[config.mk]
export PLATFORM = sky130hd
export DESIGN_NAME = lct_ctrl
export DESIGN_NICKNAME = d
export VERILOG_FILES = /design/src/rtl/core/lct_pkg.sv /design/src/rtl/core/lct_ctrl.sv
export SDC_FILE = /design/constraint.sdc
export NUM_CORES = 1
export LEC_CHECK = 0
export ABC_AREA = 0
export BUFFER_PORTS_ARGS = -buffer_cell sky130_fd_sc_hd__buf_2
export CORE_AREA = 2 2 39 41
export CTS_CLUSTER_SIZE = 8
export DETAILED_ROUTE_END_ITERATION = 6
export DIE_AREA = 0 0 41 43
export GPL_TIMING_DRIVEN = 0
export PLACE_DENSITY = 0.34
export REMOVE_ABC_BUFFERS = 1
export SLEW_MARGIN = 20
export SYNTH_ARGS = -nofsm -noshare
export SYNTH_HDL_FRONTEND = slang
export SYNTH_SLANG_ARGS = --single-unit
[constraint.sdc]
create_clock -name clk -period 0.8 [get_ports clk]
set_input_delay 0.04 -clock clk [delete_from_list [all_inputs] [get_ports clk]]
set_output_delay 0.04 -clock clk [all_outputs]
set_load 0.01 [all_outputs]
[src/rtl/core/lct_pkg.sv]
// shared types, codes and field widths of the caching lock table
package lct_pkg;

	// default sizing of the top level parameters
	localparam int NUM_LOCKS_DEF   = 1024;
	localparam int NUM_CLIENTS_DEF = 16;

	// fixed field widths of the request and response transactions
	localparam int LOCK_W    = 10;
	localparam int CLIENT_W  = 4;
	localparam int STATUS_W  = 2;
	localparam int S_TDATA_W = 16;
	localparam int M_TDATA_W = 16;

	// response tdata bit positions
	localparam int M_STATUS_LO  = 0;
	localparam int M_REVOKE_BIT = 2;
	localparam int M_RVCL_LO    = 3;
	localparam int M_RETRY_BIT  = 7;
	localparam int M_RTCL_LO    = 8;

	// request kinds carried in tuser
	localparam logic KIND_ACQUIRE = 1'b0;
	localparam logic KIND_RELEASE = 1'b1;

	// per-lock status
	typedef enum logic [1:0] {
		LS_FREE     = 2'd0,
		LS_LOCKED   = 2'd1,
		LS_WAIT     = 2'd2,
		LS_RETRYING = 2'd3
	} lock_state_t;

	// response status codes
	typedef enum logic [STATUS_W-1:0] {
		RES_OK    = 2'd0,
		RES_RETRY = 2'd1,
		RES_IOERR = 2'd2
	} result_t;

	// controller states
	typedef enum logic [1:0] {
		CS_CLEAR = 2'd0,
		CS_IDLE  = 2'd1,
		CS_EXEC  = 2'd2
	} ctl_state_t;

	// controller to datapath commands
	typedef struct packed {
		logic clear_wr;
		logic capture;
		logic exec;
	} cmd_t;

	// datapath to controller status
	typedef struct packed {
		logic clear_last;
		logic out_free;
	} stat_t;

endpackage

[src/rtl/core/lct_ctrl.sv]
// controller state machine: clearing pass, request capture, read-modify-write
module lct_ctrl (
	input  logic          clk,
	input  logic          arst_n,
	input  logic          s_tvalid,
	output logic          s_tready,
	input  lct_pkg::stat_t stat,
	output lct_pkg::cmd_t  cmd
);

	lct_pkg::ctl_state_t state_q;
	lct_pkg::ctl_state_t state_d;

	// state register
	always_ff @(posedge clk or negedge arst_n) begin
		if (!arst_n) begin
			state_q <= lct_pkg::CS_CLEAR;
		end else begin
			state_q <= state_d;
		end
	end

	// next state and commands
	always_comb begin
		state_d      = state_q;
		s_tready     = 1'b0;
		cmd.clear_wr = 1'b0;
		cmd.capture  = 1'b0;
		cmd.exec     = 1'b0;
		unique case (state_q)
			lct_pkg::CS_CLEAR: begin
				cmd.clear_wr = 1'b1;
				if (stat.clear_last) begin
					state_d = lct_pkg::CS_IDLE;
				end
			end
			lct_pkg::CS_IDLE: begin
				s_tready    = 1'b1;
				cmd.capture = s_tvalid;
				if (s_tvalid) begin
					state_d = lct_pkg::CS_EXEC;
				end
			end
			lct_pkg::CS_EXEC: begin
				cmd.exec = stat.out_free;
				if (stat.out_free) begin
					state_d = lct_pkg::CS_IDLE;
				end
			end
			default: begin
				state_d = lct_pkg::CS_CLEAR;
			end
		endcase
	end

`ifndef SYNTHESIS
	// a captured request is always followed by its execute cycle
	assert property (@(posedge clk) disable iff (!arst_n)
		cmd.capture |=> state_q == lct_pkg::CS_EXEC)
		else $error("capture not followed by execute state");

	// commands are mutually exclusive
	assert property (@(posedge clk) disable iff (!arst_n)
		$onehot0({cmd.clear_wr, cmd.capture, cmd.exec}))
		else $error("overlapping datapath commands");

	// the clearing pass only ends on its last entry
	assert property (@(posedge clk) disable iff (!arst_n)
		(state_q == lct_pkg::CS_CLEAR && !stat.clear_last) |=> state_q == lct_pkg::CS_CLEAR)
		else $error("clearing pass left early");
`endif

endmodule

==> flow_summary.ini <==
[status]
status = finished with violations
violations = setup timing

[drt]
remaining_drc_errors = 0
dr.first_iter.drc_count = 2
ant_nets = 0
drt_pass1_iterations = 2
totalWireLength_um = 381
avgViaCountPerCell = 3.26
via_count = 140
wire_per_inst_um = 8.86

[cts]
cts_tree = yes
clk_latency_ns = 0.23
cts-root-buf = clkbuf_4
cts.clk_slew.worst_paths_ns = 0.03
clock_path_buffers = 2
cts_htree_levels = 1
cts_sinks = 2
numCtsBuffers = 3

[setup_path]
r2r-end = state_q[1]
arrival_ns = 1.04
path_class = reg2out
required_ns = 0.76
rr_worst_depth = 3
startpoint = state_q[1]
cp-end-kind = primary output
worstPathMaxFanout = 5
critPathLaunchType = flop
reg2reg_from = state_q[1]
endpoint = cmd[1]
r2r_slack_ns = -0.21

[timing]
rsz0062_at_grt = true
setup_violations = 6
drv_slew = 0
setup_ws_ns = -0.275
hold_slack_ns = 0.0949
finalHoldViolCount = 0
clock_skew_ns = 0.00660
tns_ns = -1.20
min_period_ns = 1.08
min_period_over_period_pct = 134
tightestPinTransition_ns = 0.164
max_slew_margin_pct = 88.7
max_freq_ghz = 0.930

[die]
core_area_um2 = 1380
start_util_pct = 8.32
chipHeight_um = 43
row_count = 14
pin_count = 9
die_w_um = 41
die_area_um2 = 1760

[final_layout]
reg_top3 = state_q (2)
largest_reg_flops = 2
drive_gt1_share_pct = 63.0
fin_nets = 34
postLayoutCoreUtil_pct = 17.9
antenna_cells = 0
synthToLayoutAreaGrowth_pct = 115
regMostFlops = state_q
final_area_um2 = 248

[global_route]
grt_max_degree = 7
overflow = 0
grt_first_pass_wirelength_um = 538
grt.total_usage_pct = 5.22
antenna_found_initial = 0
grt_pass1_vias = 121

[pwr]
leakagePower_uw = 0.000128
ir_drop_mv = 1.23
p_total_uw = 941
p_per_area_nw_per_um2 = 3800

[yosys]
netlist_instances = 12
synthesis.area_um2 = 115
ys_warn_count = 0
yosysUniqueCellTypes = 10
ys_ff_latch = 2
ys_seq_area_share_pct = 43.5
syn_area_per_cell_um2 = 9.59

[placement]
gp_congestion = 0.589
place_area_um2 = 175
portBuffers = 8

[flow_run]
maxCapViolCount = 0

[hold_path]
hold_path.class = in2reg
==> worst min-delay path by stage <==
stage | startpoint | endpoint | slack, ns | cells after the start
2_1_floorplan | arst_n | state_q[0] | -0.26 | 0
3_3_place_gp | arst_n | state_q[1] | -0.17 | 1
3_5_place_dp | arst_n | state_q[1] | -0.17 | 1
4_1_cts | s_tvalid | state_q[0] | 0.08 | 3
5_1_grt | s_tvalid | state_q[0] | 0.09 | 3
6_report | s_tvalid | state_q[0] | 0.09 | 3
==> power breakdown <==
part / switching [uW] / internal [uW] / leakage, uW
Combinational: 190 / 305 / 0.0000906
Sequential: 66.9 / 154 / 0.0000238
Clock: 59.6 / 166 / 0.0000138
Total: 317 / 624 / 0.000128
==> kinds of logic (layout without fill, tap and decap cells) <==
group | Yosys count | in the layout | share of synthesized area, %
DFF | 2 | 2 | 43.5
muxes | 1 | 1 | 8.70
and+or+nand+nor | 7 | 7 | 37.0
AOI/OAI and AO/OA | 1 | 1 | 7.61
buffers and inverters | 1 | 16 | 3.26
==> timing repair <==
| item | CTS | global route |
|---|---|---|
| hold endpoints to repair | 2 | 0 |
| buffers inserted | 1 | 2 |
| gates resized for setup | 1 | 3 |
| hold buffers | 1 | 0 |
| setup endpoints to repair | 6 | 6 |
| pin swaps | 2 | 2 |
==> critical path, cell delays in order, from the launching register on <==
cell     delay, ns
dfrtp_2       0.42
and3b_1       0.25
buf_2         0.14
==> per-layer routing <==
layer  GRT usage (%)  vias to the layer above  share of wire (%)
met5               0                        -                  0
met4            4.00                        0                  0
met3            6.28                        0                 20
met2            3.44                       12                 28
met1            7.40                       56                 52
li1                -                       72                  -
==> synthesized netlist by cell type <==
| library cell | count | area [um^2] |
|---|---|---|
| and2b_2 | 1 | 8.76 |
| and3b_1 | 1 | 8.76 |
| dfrtp_1 | 2 | 50.1 |
| inv_1 | 1 | 3.75 |
| mux2i_1 | 1 | 10.0 |
| nand2_1 | 1 | 3.75 |
| nor2_1 | 2 | 7.51 |
| nor3b_1 | 1 | 7.51 |
| o2bb2ai_1 | 1 | 8.76 |
| or2_1 | 1 | 6.26 |
==> final cells by class <==
type | count | area, um^2
clock buffers | 3 | 22.5
flip-flops and latches | 2 | 51.3
repair buffers | 12 | 82.6
well taps | 16 | 20.0
fillers | 152 | 1140
multi-input cells | 9 | 67.6
inverters | 1 | 3.75
==> per-stage QoR <==
step                setup slack (ns)  instances
floorplan                     -0.161         12
global placement              -0.144         36
detailed placement            -0.157         36
CTS                           -0.273         41
global route                  -0.301         43
finish                        -0.275         43
==> cell usage in the layout (no fill, tap or decap) <==
| cell type | n |
|---|---|
| and2b_2 | 1 |
| and3b_1 | 1 |
| buf_2 | 7 |
| buf_4 | 2 |
| buf_6 | 2 |
| clkbuf_4 | 3 |
| dfrtp_1 | 1 |
| dfrtp_2 | 1 |
| dlygate4sd3_1 | 1 |
| inv_1 | 1 |
| mux2i_1 | 1 |
| nand2_1 | 1 |
| nor2_1 | 2 |
| nor3b_1 | 1 |
| o2bb2ai_2 | 1 |
| or2_1 | 1 |
Note: power is estimated with default switching activity, not from simulation.
